$ cat config.mk
export PLATFORM = sky130hd
export DESIGN_NAME = hsv_to_rgb_converter
export DESIGN_NICKNAME = d
export VERILOG_FILES = /design/src/rtl/h2r_pkg.sv /design/src/rtl/hsv_to_rgb_converter.sv /design/src/rtl/h2r_hue_wrap.sv /design/src/rtl/h2r_sector.sv /design/src/rtl/h2r_terms.sv
export SDC_FILE = /design/constraint.sdc
export NUM_CORES = 2
export LEC_CHECK = 0
export BUFFER_PORTS_ARGS = -buffer_cell sky130_fd_sc_hd__buf_2
export CAP_MARGIN = 20
export CORE_UTILIZATION = 60
export DETAILED_ROUTE_END_ITERATION = 10
export GPL_TIMING_DRIVEN = 0
export PLACE_DENSITY = 0.83
export SLEW_MARGIN = 10
export SYNTH_ARGS = -nofsm -noshare
export SYNTH_HDL_FRONTEND = slang
export SYNTH_HIERARCHICAL = 1
export SYNTH_SLANG_ARGS = --single-unit
$ cat constraint.sdc
create_clock -name i_clk -period 15.2 [get_ports i_clk]
set_input_delay 0.76 -clock i_clk [delete_from_list [all_inputs] [get_ports i_clk]]
set_output_delay 0.76 -clock i_clk [all_outputs]
set_load 0.005 [all_outputs]
$ cat src/rtl/h2r_pkg.sv
// h2r_pkg: shared types and constants for the HSV to RGB converter.
// No dependencies; imported by every module under rtl/.
package h2r_pkg;

    localparam int LATENCY = 8;

    // hue arithmetic, hue in 1/64 degree units
    localparam logic [24:0] HUE_OFFSET = 25'd8409600;   // 365 turns, makes any hue positive
    localparam logic [14:0] HUE_TURN   = 15'd23040;
    localparam logic [11:0] HUE_SECTOR = 12'd3840;
    localparam logic [10:0] RECIP_45   = 11'd1456;      // floor(2^16 / 45)
    localparam logic [5:0]  TURN_DIV   = 6'd45;         // 23040 = 45 * 2^9
    localparam logic [12:0] RECIP_15   = 13'd4369;      // floor(2^16 / 15)
    localparam logic [3:0]  FRAC_DIV   = 4'd15;         // 3840 = 15 * 2^8

    localparam logic signed [29:0] ONE_Q24 = 30'sd16777216;
    localparam logic signed [46:0] HALF_Q24 = 47'sd8388608;

    typedef enum logic [2:0] {
        SEC_RED_YEL = 3'd0,
        SEC_YEL_GRN = 3'd1,
        SEC_GRN_CYN = 3'd2,
        SEC_CYN_BLU = 3'd3,
        SEC_BLU_MAG = 3'd4,
        SEC_MAG_RED = 3'd5
    } t_sector;

    // sideband that travels alongside the hue math
    typedef struct packed {
        logic               vld;
        logic signed [15:0] sat;
        logic signed [15:0] bri;
        logic signed [15:0] alp;
    } t_pix;

endpackage

$ cat src/rtl/hsv_to_rgb_converter.sv
// hsv_to_rgb_converter: top level of the pipelined HSV to RGB converter.
// Depends on h2r_pkg, h2r_hue_wrap, h2r_sector and h2r_terms.
//
//  channel  | handshake          | payload
//  ---------+--------------------+---------------------------------------------
//  input    | start, busy        | i_hue, i_saturation, i_brightness, i_alpha
//  result   | o_valid (strobe)   | o_red, o_green, o_blue, o_alpha_out
//
// One item per clock; each result passes through the eight register stages
// (hue wrap 3, sector split 2, multiply/round/route 3).
// busy is always low: the pipeline never stalls and the receiver cannot hold
// results off. Synchronous active-low reset clears only the valid bits.
module hsv_to_rgb_converter import h2r_pkg::*; (
    input  logic               i_clk,
    input  logic               i_rst_n,
    input  logic               start,
    output logic               busy,
    input  logic signed [23:0] i_hue,
    input  logic signed [15:0] i_saturation,
    input  logic signed [15:0] i_brightness,
    input  logic signed [15:0] i_alpha,
    output logic               o_valid,
    output logic signed [15:0] o_red,
    output logic signed [15:0] o_green,
    output logic signed [15:0] o_blue,
    output logic signed [15:0] o_alpha_out
);

    t_pix        w_pix_in, w_pix_wr, w_pix_sec;
    logic [14:0] w_h;
    t_sector     w_sec;
    logic [11:0] w_f;

    assign busy = 1'b0;

    assign w_pix_in.vld = start & ~busy;
    assign w_pix_in.sat = i_saturation;
    assign w_pix_in.bri = i_brightness;
    assign w_pix_in.alp = i_alpha;

    h2r_hue_wrap u_wrap (
        .i_clk   (i_clk),
        .i_rst_n (i_rst_n),
        .i_pix   (w_pix_in),
        .i_hue   (i_hue),
        .o_pix   (w_pix_wr),
        .o_h     (w_h)
    );

    h2r_sector u_sector (
        .i_clk   (i_clk),
        .i_rst_n (i_rst_n),
        .i_pix   (w_pix_wr),
        .i_h     (w_h),
        .o_pix   (w_pix_sec),
        .o_sec   (w_sec),
        .o_f     (w_f)
    );

    h2r_terms u_terms (
        .i_clk   (i_clk),
        .i_rst_n (i_rst_n),
        .i_pix   (w_pix_sec),
        .i_sec   (w_sec),
        .i_f     (w_f),
        .o_valid (o_valid),
        .o_red   (o_red),
        .o_green (o_green),
        .o_blue  (o_blue),
        .o_alpha (o_alpha_out)
    );

`ifndef NO_ASSERTIONS
    a_latency: assert property (@(posedge i_clk) disable iff (!i_rst_n)
        o_valid |-> $past(start, LATENCY))
        else $error("result without a matching item");

    a_alpha: assert property (@(posedge i_clk) disable iff (!i_rst_n)
        o_valid |-> o_alpha_out == $past(i_alpha, LATENCY))
        else $error("alpha not carried with its item");

    a_grey: assert property (@(posedge i_clk) disable iff (!i_rst_n)
        (o_valid && $past(i_saturation, LATENCY) == 16'sd0) |->
        (o_red == $past(i_brightness, LATENCY) && o_green == o_red && o_blue == o_red))
        else $error("zero saturation did not give grey");
`endif

endmodule

$ cat src/rtl/h2r_hue_wrap.sv
// h2r_hue_wrap: three-stage reduction of signed hue modulo one turn.
// Depends on h2r_pkg.
module h2r_hue_wrap import h2r_pkg::*; (
    input  logic               i_clk,
    input  logic               i_rst_n,
    input  t_pix               i_pix,
    input  logic signed [23:0] i_hue,
    output t_pix               o_pix,
    output logic [14:0]        o_h
);

    t_pix        r_pix1, r_pix2, r_pix3;
    logic [24:0] r_x1, r_x2;
    logic [9:0]  r_q2;
    logic [14:0] r_h3;

    logic [24:0] n_x1;
    logic [26:0] w_qprod;
    logic [9:0]  n_q2;
    logic [15:0] w_q45;
    logic [15:0] w_rem;
    logic [14:0] n_h3;

    // offset hue is positive and below 2^25
    assign n_x1 = {i_hue[23], i_hue} + HUE_OFFSET;

    // quotient estimate by reciprocal: equal to the true quotient or one less
    assign w_qprod = r_x1[24:9] * RECIP_45;
    assign n_q2    = w_qprod[25:16];

    assign w_q45 = 16'(r_q2 * TURN_DIV);
    assign w_rem = 16'(r_x2 - {w_q45, 9'd0});

    always_comb begin
        if (w_rem >= {1'b0, HUE_TURN}) begin
            n_h3 = 15'(w_rem - {1'b0, HUE_TURN});
        end else begin
            n_h3 = w_rem[14:0];
        end
    end

    always_ff @(posedge i_clk) begin
        if (!i_rst_n) begin
            r_pix1.vld <= 1'b0;
            r_pix2.vld <= 1'b0;
            r_pix3.vld <= 1'b0;
        end else begin
            r_pix1.vld <= i_pix.vld;
            r_pix2.vld <= r_pix1.vld;
            r_pix3.vld <= r_pix2.vld;
        end
        r_pix1.sat <= i_pix.sat;
        r_pix1.bri <= i_pix.bri;
        r_pix1.alp <= i_pix.alp;
        r_pix2.sat <= r_pix1.sat;
        r_pix2.bri <= r_pix1.bri;
        r_pix2.alp <= r_pix1.alp;
        r_pix3.sat <= r_pix2.sat;
        r_pix3.bri <= r_pix2.bri;
        r_pix3.alp <= r_pix2.alp;
        r_x1       <= n_x1;
        r_x2       <= r_x1;
        r_q2       <= n_q2;
        r_h3       <= n_h3;
    end

    assign o_pix = r_pix3;
    assign o_h   = r_h3;

endmodule

$ cat src/rtl/h2r_sector.sv
// h2r_sector: splits wrapped hue into sector and Q0.12 fraction, two stages.
// Depends on h2r_pkg.
module h2r_sector import h2r_pkg::*; (
    input  logic        i_clk,
    input  logic        i_rst_n,
    input  t_pix        i_pix,
    input  logic [14:0] i_h,
    output t_pix        o_pix,
    output t_sector     o_sec,
    output logic [11:0] o_f
);

    t_pix        r_pix4, r_pix5;
    t_sector     r_sec4, r_sec5;
    logic [11:0] r_r4;
    logic [11:0] r_f5;

    t_sector     n_sec4;
    logic [14:0] w_base;
    logic [11:0] n_r4;
    logic [15:0] w_z;
    logic [28:0] w_fprod;
    logic [11:0] w_fe;
    logic [15:0] w_fe15;
    logic [11:0] n_f5;

    always_comb begin
        if (i_h >= 15'd19200) begin
            n_sec4 = SEC_MAG_RED;
            w_base = 15'd19200;
        end else if (i_h >= 15'd15360) begin
            n_sec4 = SEC_BLU_MAG;
            w_base = 15'd15360;
        end else if (i_h >= 15'd11520) begin
            n_sec4 = SEC_CYN_BLU;
            w_base = 15'd11520;
        end else if (i_h >= 15'd7680) begin
            n_sec4 = SEC_GRN_CYN;
            w_base = 15'd7680;
        end else if (i_h >= {3'd0, HUE_SECTOR}) begin
            n_sec4 = SEC_YEL_GRN;
            w_base = {3'd0, HUE_SECTOR};
        end else begin
            n_sec4 = SEC_RED_YEL;
            w_base = 15'd0;
        end
    end

    assign n_r4 = 12'(i_h - w_base);

    // f = floor(r * 16 / 15); estimate is exact or one low
    assign w_z     = {r_r4, 4'd0};
    assign w_fprod = w_z * RECIP_15;
    assign w_fe    = w_fprod[27:16];
    assign w_fe15  = 16'(w_z - 16'(w_fe * FRAC_DIV));

    always_comb begin
        if (w_fe15 >= {12'd0, FRAC_DIV}) begin
            n_f5 = w_fe + 12'd1;
        end else begin
            n_f5 = w_fe;
        end
    end

    always_ff @(posedge i_clk) begin
        if (!i_rst_n) begin
            r_pix4.vld <= 1'b0;
            r_pix5.vld <= 1'b0;
        end else begin
            r_pix4.vld <= i_pix.vld;
            r_pix5.vld <= r_pix4.vld;
        end
        r_pix4.sat <= i_pix.sat;
        r_pix4.bri <= i_pix.bri;
        r_pix4.alp <= i_pix.alp;
        r_pix5.sat <= r_pix4.sat;
        r_pix5.bri <= r_pix4.bri;
        r_pix5.alp <= r_pix4.alp;
        r_sec4     <= n_sec4;
        r_sec5     <= r_sec4;
        r_r4       <= n_r4;
        r_f5       <= n_f5;
    end

    assign o_pix = r_pix5;
    assign o_sec = r_sec5;
    assign o_f   = r_f5;

`ifndef NO_ASSERTIONS
    a_sector_range: assert property (@(posedge i_clk) disable iff (!i_rst_n)
        r_pix4.vld |-> (r_sec4 <= SEC_MAG_RED && r_r4 < HUE_SECTOR))
        else $error("sector split out of range");

    a_sector_hold: assert property (@(posedge i_clk) disable iff (!i_rst_n)
        r_pix5.vld |-> r_sec5 == $past(r_sec4))
        else $error("sector lost alignment with fraction");
`endif

endmodule

$ cat src/rtl/h2r_terms.sv
// h2r_terms: p/q/t terms, rounding, saturation and six-sector routing.
// Three stages; depends on h2r_pkg.
module h2r_terms import h2r_pkg::*; (
    input  logic               i_clk,
    input  logic               i_rst_n,
    input  t_pix               i_pix,
    input  t_sector            i_sec,
    input  logic [11:0]        i_f,
    output logic               o_valid,
    output logic signed [15:0] o_red,
    output logic signed [15:0] o_green,
    output logic signed [15:0] o_blue,
    output logic signed [15:0] o_alpha
);

    t_pix               r_pix6, r_pix7;
    t_sector            r_sec6, r_sec7;
    logic signed [29:0] r_in_p, r_in_q, r_in_t;
    logic signed [45:0] r_pr_p, r_pr_q, r_pr_t;
    logic               r_valid;
    logic signed [15:0] r_red, r_green, r_blue, r_alpha;

    logic signed [28:0] w_sf;
    logic signed [29:0] w_s12;
    logic signed [29:0] n_in_p, n_in_q, n_in_t;
    logic signed [45:0] n_pr_p, n_pr_q, n_pr_t;
    logic signed [46:0] w_sum_p, w_sum_q, w_sum_t;
    logic signed [15:0] w_p, w_q, w_t, w_v;
    logic signed [15:0] n_red, n_green, n_blue;

    function automatic logic signed [15:0] sat16(input logic signed [22:0] x);
        if (x > 23'sd32767) begin
            sat16 = 16'sh7FFF;
        end else if (x < -23'sd32768) begin
            sat16 = -16'sh8000;
        end else begin
            sat16 = x[15:0];
        end
    endfunction

    // stage 6: 1 - S*g in Q24 for g = 1, f, 1 - f
    assign w_sf   = i_pix.sat * $signed({1'b0, i_f});
    assign w_s12  = {{2{i_pix.sat[15]}}, i_pix.sat, 12'd0};
    assign n_in_p = ONE_Q24 - w_s12;
    assign n_in_q = ONE_Q24 - 30'(w_sf);
    assign n_in_t = ONE_Q24 - w_s12 + 30'(w_sf);

    // stage 7: V * inner
    assign n_pr_p = r_pix6.bri * r_in_p;
    assign n_pr_q = r_pix6.bri * r_in_q;
    assign n_pr_t = r_pix6.bri * r_in_t;

    // stage 8: round half up, floor shift, clamp, route
    assign w_sum_p = 47'(r_pr_p) + HALF_Q24;
    assign w_sum_q = 47'(r_pr_q) + HALF_Q24;
    assign w_sum_t = 47'(r_pr_t) + HALF_Q24;
    assign w_p     = sat16(w_sum_p[46:24]);
    assign w_q     = sat16(w_sum_q[46:24]);
    assign w_t     = sat16(w_sum_t[46:24]);
    assign w_v     = r_pix7.bri;

    // zero saturation needs no special path: all terms come out equal to V
    always_comb begin
        case (r_sec7)
            SEC_RED_YEL: begin
                n_red = w_v; n_green = w_t; n_blue = w_p;
            end
            SEC_YEL_GRN: begin
                n_red = w_q; n_green = w_v; n_blue = w_p;
            end
            SEC_GRN_CYN: begin
                n_red = w_p; n_green = w_v; n_blue = w_t;
            end
            SEC_CYN_BLU: begin
                n_red = w_p; n_green = w_q; n_blue = w_v;
            end
            SEC_BLU_MAG: begin
                n_red = w_t; n_green = w_p; n_blue = w_v;
            end
            default: begin
                n_red = w_v; n_green = w_p; n_blue = w_q;
            end
        endcase
    end

    always_ff @(posedge i_clk) begin
        if (!i_rst_n) begin
            r_pix6.vld <= 1'b0;
            r_pix7.vld <= 1'b0;
            r_valid    <= 1'b0;
        end else begin
            r_pix6.vld <= i_pix.vld;
            r_pix7.vld <= r_pix6.vld;
            r_valid    <= r_pix7.vld;
        end
        r_pix6.sat <= i_pix.sat;
        r_pix6.bri <= i_pix.bri;
        r_pix6.alp <= i_pix.alp;
        r_pix7.sat <= r_pix6.sat;
        r_pix7.bri <= r_pix6.bri;
        r_pix7.alp <= r_pix6.alp;
        r_sec6     <= i_sec;
        r_sec7     <= r_sec6;
        r_in_p     <= n_in_p;
        r_in_q     <= n_in_q;
        r_in_t     <= n_in_t;
        r_pr_p     <= n_pr_p;
        r_pr_q     <= n_pr_q;
        r_pr_t     <= n_pr_t;
        r_red      <= n_red;
        r_green    <= n_green;
        r_blue     <= n_blue;
        r_alpha    <= r_pix7.alp;
    end

    assign o_valid = r_valid;
    assign o_red   = r_red;
    assign o_green = r_green;
    assign o_blue  = r_blue;
    assign o_alpha = r_alpha;

endmodule
==> Yosys cells after proc, flatten, opt, wreduce, memory -nomap -nowiden <==
Index checks and enable logic that the tools add are counted.
{ "word_totals": {"ff_bits": 705, "inputBits": 75, "out_inout_bits": 66, "word_cells": 111} }
{ "op_classes": {"addsub": 12, "n_mul": 8, "n_lt_le_gt_ge": 13, "eq_ne": 4, "muxes": 20, "n_reduce_logical": 6} }
{ "op_table": {"columns": ["cell", "n"], "rows": [
  ["16-bit case mux with 3 select lines", 3],
  ["46-bit by 25-bit adder with 47-bit output, second input constant", 3],
  ["16-bit 2-to-1 mux", 6],
  ["16-bit by 30-bit multiplier with 46-bit output", 2],
  ["12-bit 2-to-1 mux", 6],
  ["23-bit by 16-bit greater-than comparator with 1-bit output, second input constant", 3],
  ["23-bit by 16-bit less-than comparator with 1-bit output, second input constant", 3],
  ["16-bit by 29-bit multiplier with 45-bit output", 1],
  ["16-bit subtractor", 2],
  ["29-bit by 29-bit adder with 30-bit output", 1],
  ["15-bit by 14-bit greater-or-equal comparator with 1-bit output, second input constant", 2],
  ["26-bit by 29-bit subtractor with 30-bit output, first input constant", 1],
  ["16-bit by 13-bit multiplier with 29-bit output", 1],
  ["26-bit by 28-bit subtractor with 29-bit output, first input constant", 1],
  ["25-bit by 24-bit adder with 25-bit output, second input constant", 1],
  ["12-bit by 13-bit multiplier with 24-bit output, second input constant", 1],
  ["16-bit by 7-bit multiplier with 22-bit output, second input constant", 1],
  ["16-bit by 15-bit greater-or-equal comparator with 1-bit output, second input constant", 1],
  ["16-bit by 4-bit greater-or-equal comparator with 1-bit output, second input constant", 1],
  ["12-bit by 4-bit multiplier with 16-bit output, second input constant", 1],
  ["15-bit by 12-bit greater-or-equal comparator with 1-bit output, second input constant", 1],
  ["15-bit by 13-bit greater-or-equal comparator with 1-bit output, second input constant", 1],
  ["15-bit greater-or-equal comparator, second input constant", 1],
  ["15-bit 2-to-1 mux", 1],
  ["11 further kinds", 18]
]} }

==> Logic depth before layout (Yosys ltp) <==
{ "depth": {"word_depth": 7, "depth_mapped": 33, "mapped_depth_nobuf": 30} }

==> Modules after synthesis <==
Netlist, hierarchy kept.
{ "by_module_without_submodules": {"columns": ["module", "instances", "cells_per_inst", "area_per_inst_um2", "seq_area_each_um2"], "rows": [
  ["h2r_terms", 1, 6509, 59578.4, 5625.4],
  ["h2r_hue_wrap", 1, 571, 7188.1, 4204.0],
  ["h2r_sector", 1, 523, 5875.6, 2562.5],
  ["hsv_to_rgb_converter", 1, 2, 11.3, 0.0]
]} }

==> Worst setup path after synthesis <==
No wires, ideal clock.
{ "synth_timing": {"path_type": "reg-to-reg", "startpoint": "reg u_sector.r_pix5 (netlist bit u_sector/o_pix[38])", "endpoint": "reg u_terms.r_in_t[26]", "setup_ns": 0.079, "arrival_time_ns": 7.348, "required_time_ns": 15.121, "slack_ns": 7.773, "path_stages_with_launch": 31, "n_path_buf": 3, "cell_sequence": "dfxtp_1 > clkbuf_1 > clkbuf_1 > nand2_1 > fa_1 > inv_1 > fa_1 > inv_1 > fa_1 > inv_1 > fa_1 > inv_1 > fa_1 > inv_1 > ha_1 > clkbuf_1 > a21o_1 > a21o_1 > a21o_1 > nor2_1 > xor2_1 > inv_1 > ha_1 > a21boi_0 > o21ai_0 > a21oi_1 > o21ai_0 > a21oi_1 > o41ai_1 > or4b_2 > o211ai_1"} }
{ "synth_via": {"elab_chain_cells": 2} }
{ "synth_rtl": {"columns": ["element", "line_no", "rtl"], "rows": [
  ["start: declaration", "h2r_sector.sv:13", "t_pix r_pix4, r_pix5;"],
  ["16-bit by 13-bit multiplier with 29-bit output / 26-bit by 28-bit subtractor with 29-bit output (equally long branches)", "h2r_terms.sv:42, h2r_terms.sv:46", null],
  ["29-bit by 29-bit adder with 30-bit output *", "h2r_terms.sv:46", "assign n_in_t = ONE_Q24 - w_s12 + 30'(w_sf);"],
  ["net u_terms.n_in_t[26]", "h2r_terms.sv:25", "logic signed [29:0] n_in_p, n_in_q, n_in_t;"],
  ["end signal: assignment", "h2r_terms.sv:106", "r_in_t <= n_in_t;"],
  ["end: declaration", "h2r_terms.sv:18", "logic signed [29:0] r_in_p, r_in_q, r_in_t;"]
]} }
The timed path passes the listed nets; every way through them passes the cells marked *.
A chain may end at the register's enable or synchronous reset.

==> Worst setup path in the final report <==
{ "layout_timing": {"startpoint": "reg u_terms/r_pix6[31] (netlist bit)", "endpoint": "reg u_terms.r_pr_t[44]"} }
{ "layout_via": {"elab_chain_cells": 1} }
{ "layout_rtl": {"columns": ["element", "line_no", "rtl"], "rows": [
  ["start: declaration", "h2r_terms.sv:16", "t_pix r_pix6, r_pix7;"],
  ["16-bit by 30-bit multiplier with 46-bit output", "h2r_terms.sv:51", "assign n_pr_t = r_pix6.bri * r_in_t;"],
  ["net u_terms.n_pr_t[44]", "h2r_terms.sv:26", "logic signed [45:0] n_pr_p, n_pr_q, n_pr_t;"],
  ["end signal: assignment", "h2r_terms.sv:109", "r_pr_t <= n_pr_t;"],
  ["end: declaration", "h2r_terms.sv:19", "logic signed [45:0] r_pr_p, r_pr_q, r_pr_t;"]
]} }
The timed path passes the listed nets, and every way through them passes these cells.

==> results.txt <==
----------------------------------------------------
[CTS]
  TritonCTS clock tree ... yes
  Number of instances resized during post-cts repair ... 0
  Clock buffer count from CTS ... 67
  Level count of the clock H-tree ... 3
  Post-CTS Setup Repair Bufs ... 0
  Register clock-pin slew on the reported worst setup and hold paths ... around 0.070 ns
  Largest buffer count on any clock path ... 3
  Buffer cell driving the clock tree root ... clkbuf_16
  Total clock sinks ... 619
  CTS Hold Bufs ... 0
  Later-pin clock latency in the skew report ... 0.67 ns

[Global routing]
  Total routing resource utilization after global routing ... between 30% and 40%
  Vias in the first global route ... 56981
  Antenna violations before repair ... 16
  Overflow left after global routing ... 0
  Wire length of the first global-routing pass ... 322000 um
  Largest net degree at the start of global routing ... 21

[Critical path]
  Crit path kind ... register to register
  Buffers and inverters on the worst path ... 4
  R2R depth ... 22
  Reg-to-reg startpoint ... u_terms/r_pix6[31]
  Critical-path top delay cell ... dfxtp_1
  Worst Path Arrival ... 10.25 ns
  Source of the critical timing path ... u_terms/r_pix6[31]
  Startpoint Class ... register
  Capturing element type of the critical path ... register
  Reg-to-reg slack, setup ... about 5.5 ns
  Delay contributed by the slowest stage of the critical path ... 1.13 ns
  Critical Path Stages ... 22
  CP Data Required Time ... between 15 and 20 ns
  Destination of the critical timing path ... u_terms/r_pr_t[44]
  Worst-path cell chain ... clkinv_1 > clkbuf_1 > nor2_1 > fa_1 > inv_1 > fa_1 > fa_1 > fa_1 > fa_1 > fa_1 > inv_1 > ha_1 > a21oi_1 > nand2_1 > a211oi_2 > or4b_1 > o21ai_2 > o22ai_2 > o311a_4 > a31o_4 > or4_1 > nand4_1
  Critical Path Most Common Cell ... fa_1
  Crit Reg-Reg Endpoint ... u_terms/r_pr_t[44]
  CP max FO ... 20
  Family of cells with the greatest summed delay on the critical path ... adder cells

[Route]
  Avg Vias per Cell ... roughly 5.7
  Count of unresolved DRC violations after routing ... 0
  Average wire length per cell after detail routing ... 21.8 um
  Detail Route met2 WL ... 89500 um
  First-pass DRT Iterations ... 6
  Number of violations reported at the end of detailed-routing iteration 0 ... just under 5000
  Vias after detailed routing ... around 54000
  Metal-1 WL ... 76100 um
  Routed WL ... ~210000 um
  Count of antenna-violating nets left after detailed routing ... 0
  Top Metal Used ... met5
  DR WL met3 ... 25400 um

[Logic synthesis]
  Ys async rst share ... 0%
  Most used flip-flop cell after synthesis ... dfxtp_1
  Cell area after synthesis ... roughly 0.073 mm2
  Biggest area contributors in the synthesized netlist ... fa_1 40%, dfxtp_1 17%, ha_1 8.9%
  Number of instances in the synthesized netlist ... about 7600
  Cell with the most instances after synthesis ... inv_1
  Avg Inst Size Synth ... ~9.6 um2
  Number of warning messages in the yosys log ... 6
  Cell type with the highest aggregate area in the netlist ... fa_1
  Sequential share of the synthesized area ... 17.1%
  Post-synth EDFFs ... 0
  Top post-synthesis cells by count ... 1705 x inv_1, 1442 x fa_1, 958 x nand2_1
  Post-synth net total ... 9638
  Distinct cell type count after synthesis ... 114
  Number of register bits inferred by synthesis ... 619
  Share of the synthesized area in the top cell type ... 39.7%

[Layout]
  Synthesis-to-finish area growth ... 7.21%
  Share of final-layout standard cells stronger than drive strength 1 ... 4.39%
  Nets ... just under 10000

[Timing]
  Worst slew margin relative to its limit ... about an eighth
  Setup repair after global routing missed its margin ... false
  Fin Clk Skew ... 0.0167 ns
  Post-route setup TNS ... 0 ns
  Minimum setup slack in the final design ... 5.53 ns
  Tmin final ... about 9.7 ns
  Final Max Tran Viols ... 0
  FMAX ... 103 MHz
  Actual transition at the worst max-transition pin ... 1.31 ns
  Final hold violation count ... 0
  Finish-stage setup viols ... 0
  Period utilization ... 63.6%

[Placed design]
  Setup slack at placement ... 5.92 ns
  Gp weighted congestion ... 1.06
  Port buffer count ... around 140
  DP HPWL ... ~170000 um

[Job]
  Maximum Capacitance Violations ... 0

[Die]
  Die outline area ... 0.122 mm2
  Number of top-level pins ... 141
  Starting density of the core ... 60.6%
  Placement Rows ... 127
  Core Box Area ... 0.120 mm2
  Chip Width ... 350 um
  Die height ... 350 um

[Hold path]
  Hold WC Path Type ... input pin to register

[Outcome]
  Run status ... finished clean

----------------------------------------------------
[metrics by stage]
step | hold slack (ns) | std cells | util [%] | cell area (um2)
3_3_place_gp | 0.310 | 9356 | 62.8 | 75400
3_5_place_dp | 0.312 | 9359 | 62.8 | 75400
4_1_cts | 0.139 | 9479 | 64.7 | 77700
2_1_floorplan | 0.310 | 7605 | - | 72700
5_1_grt | 0.158 | 9496 | 64.9 | 77900
6_report | 0.190 | 9500 | 64.9 | 77900
[flip-flops by register name (all words and copies together), names as in the netlist, 12 cells and up]
name / flops
u_sector/o_pix: 49
u_terms/r_pix7: 17
u_wrap/r_x1: 25
u_terms/o_red: 16
u_wrap/r_pix2: 49
u_sector/r_r4: 12
u_terms/o_blue: 16
u_terms/r_pr_q: 23
u_terms/r_in_p: 17
u_terms/r_pr_p: 22
u_wrap/o_h: 15
u_sector/o_f: 12
u_wrap/r_x2: 16
u_terms/r_pix6: 33
u_terms/o_green: 16
u_wrap/r_pix1: 49
u_terms/r_in_q: 29
u_terms/r_in_t: 30
u_wrap/o_pix: 49
u_sector/r_pix4: 49
u_terms/o_alpha: 16
u_terms/w_v: 16
u_terms/r_pr_t: 23
[cell type report]
class / instances / area, um2
Antenna cell: 5 / 12.5
Buffer: 286 / 1100
Clock buffer: 82 / 1840
Clock inverter: 38 / 434
Fill cell: 9337 / 42100
Inverter: 1706 / 6400
Multi-Input combinational cell: 4994 / 52800
Sequential cell: 619 / 12400
Tap cell: 1612 / 2020
Timing Repair Buffer: 158 / 931
[cells in the final DEF (no fill, tap or decap), drive strengths merged, types with 12 or more instances in the layout]
cell type / count
inv: 1718
fa: 1442
nand2: 959
dfxtp: 619
and2: 549
ha: 516
clkbuf: 354
xnor2: 204
nor2: 181
buf: 172
a21oi: 169
o21ai: 115
xor2: 87
nand2b: 69
a21o: 68
nand3: 61
nor3: 53
a31oi: 45
nand4: 42
and3: 38
nor2b: 28
a22oi: 23
o21a: 22
a211oi: 20
clkinv: 19
o211ai: 18
and4: 18
o21bai: 17
o22ai: 16
o31ai: 16
nor4: 15
or2: 14
or3: 12
[how the worst min path moves through the flow]
stage / startpoint / to / slack (ns) / cells past startpoint
2_1_floorplan: u_sector/r_pix4[0] / u_sector/o_pix[0] / 0.31 / 0
3_3_place_gp: u_wrap/r_pix1[19] / u_wrap/r_pix2[19] / 0.31 / 0
3_5_place_dp: u_wrap/o_pix[24] / u_sector/r_pix4[24] / 0.31 / 0
4_1_cts: i_alpha[8] / u_wrap/r_pix1[8] / 0.14 / 1
5_1_grt: i_alpha[8] / u_wrap/r_pix1[8] / 0.16 / 1
6_report: i_brightness[15] / u_wrap/r_pix1[31] / 0.19 / 1
[routing by layer]
layer | vias up | global-route usage, %
met5 | - | 0
met4 | 18 | 22.4
met3 | 754 | 11.7
met2 | 2986 | 52.5
met1 | 26905 | 43.7
li1 | 23375 | -
[cells by family (layout without fill, tap and decap cells)]
family / count (synthesis) / after routing / synth area share, %
and+or+nand+nor: 2078 / 2078 / 14.0
buffers and inverters: 1992 / 2270 / 10.3
adders and majority gates: 1961 / 1961 / 48.7
AOI/OAI and AO/OA: 641 / 641 / 6.01
DFF: 619 / 619 / 17.1
xor gates and xnor gates: 295 / 295 / 3.67
muxes: 18 / 18 / 0.260
other: 1 / 6 / 0.00516
Power is not shown: default switching activity piles up to over one toggle a cycle in this logic, so the estimate is an artifact.
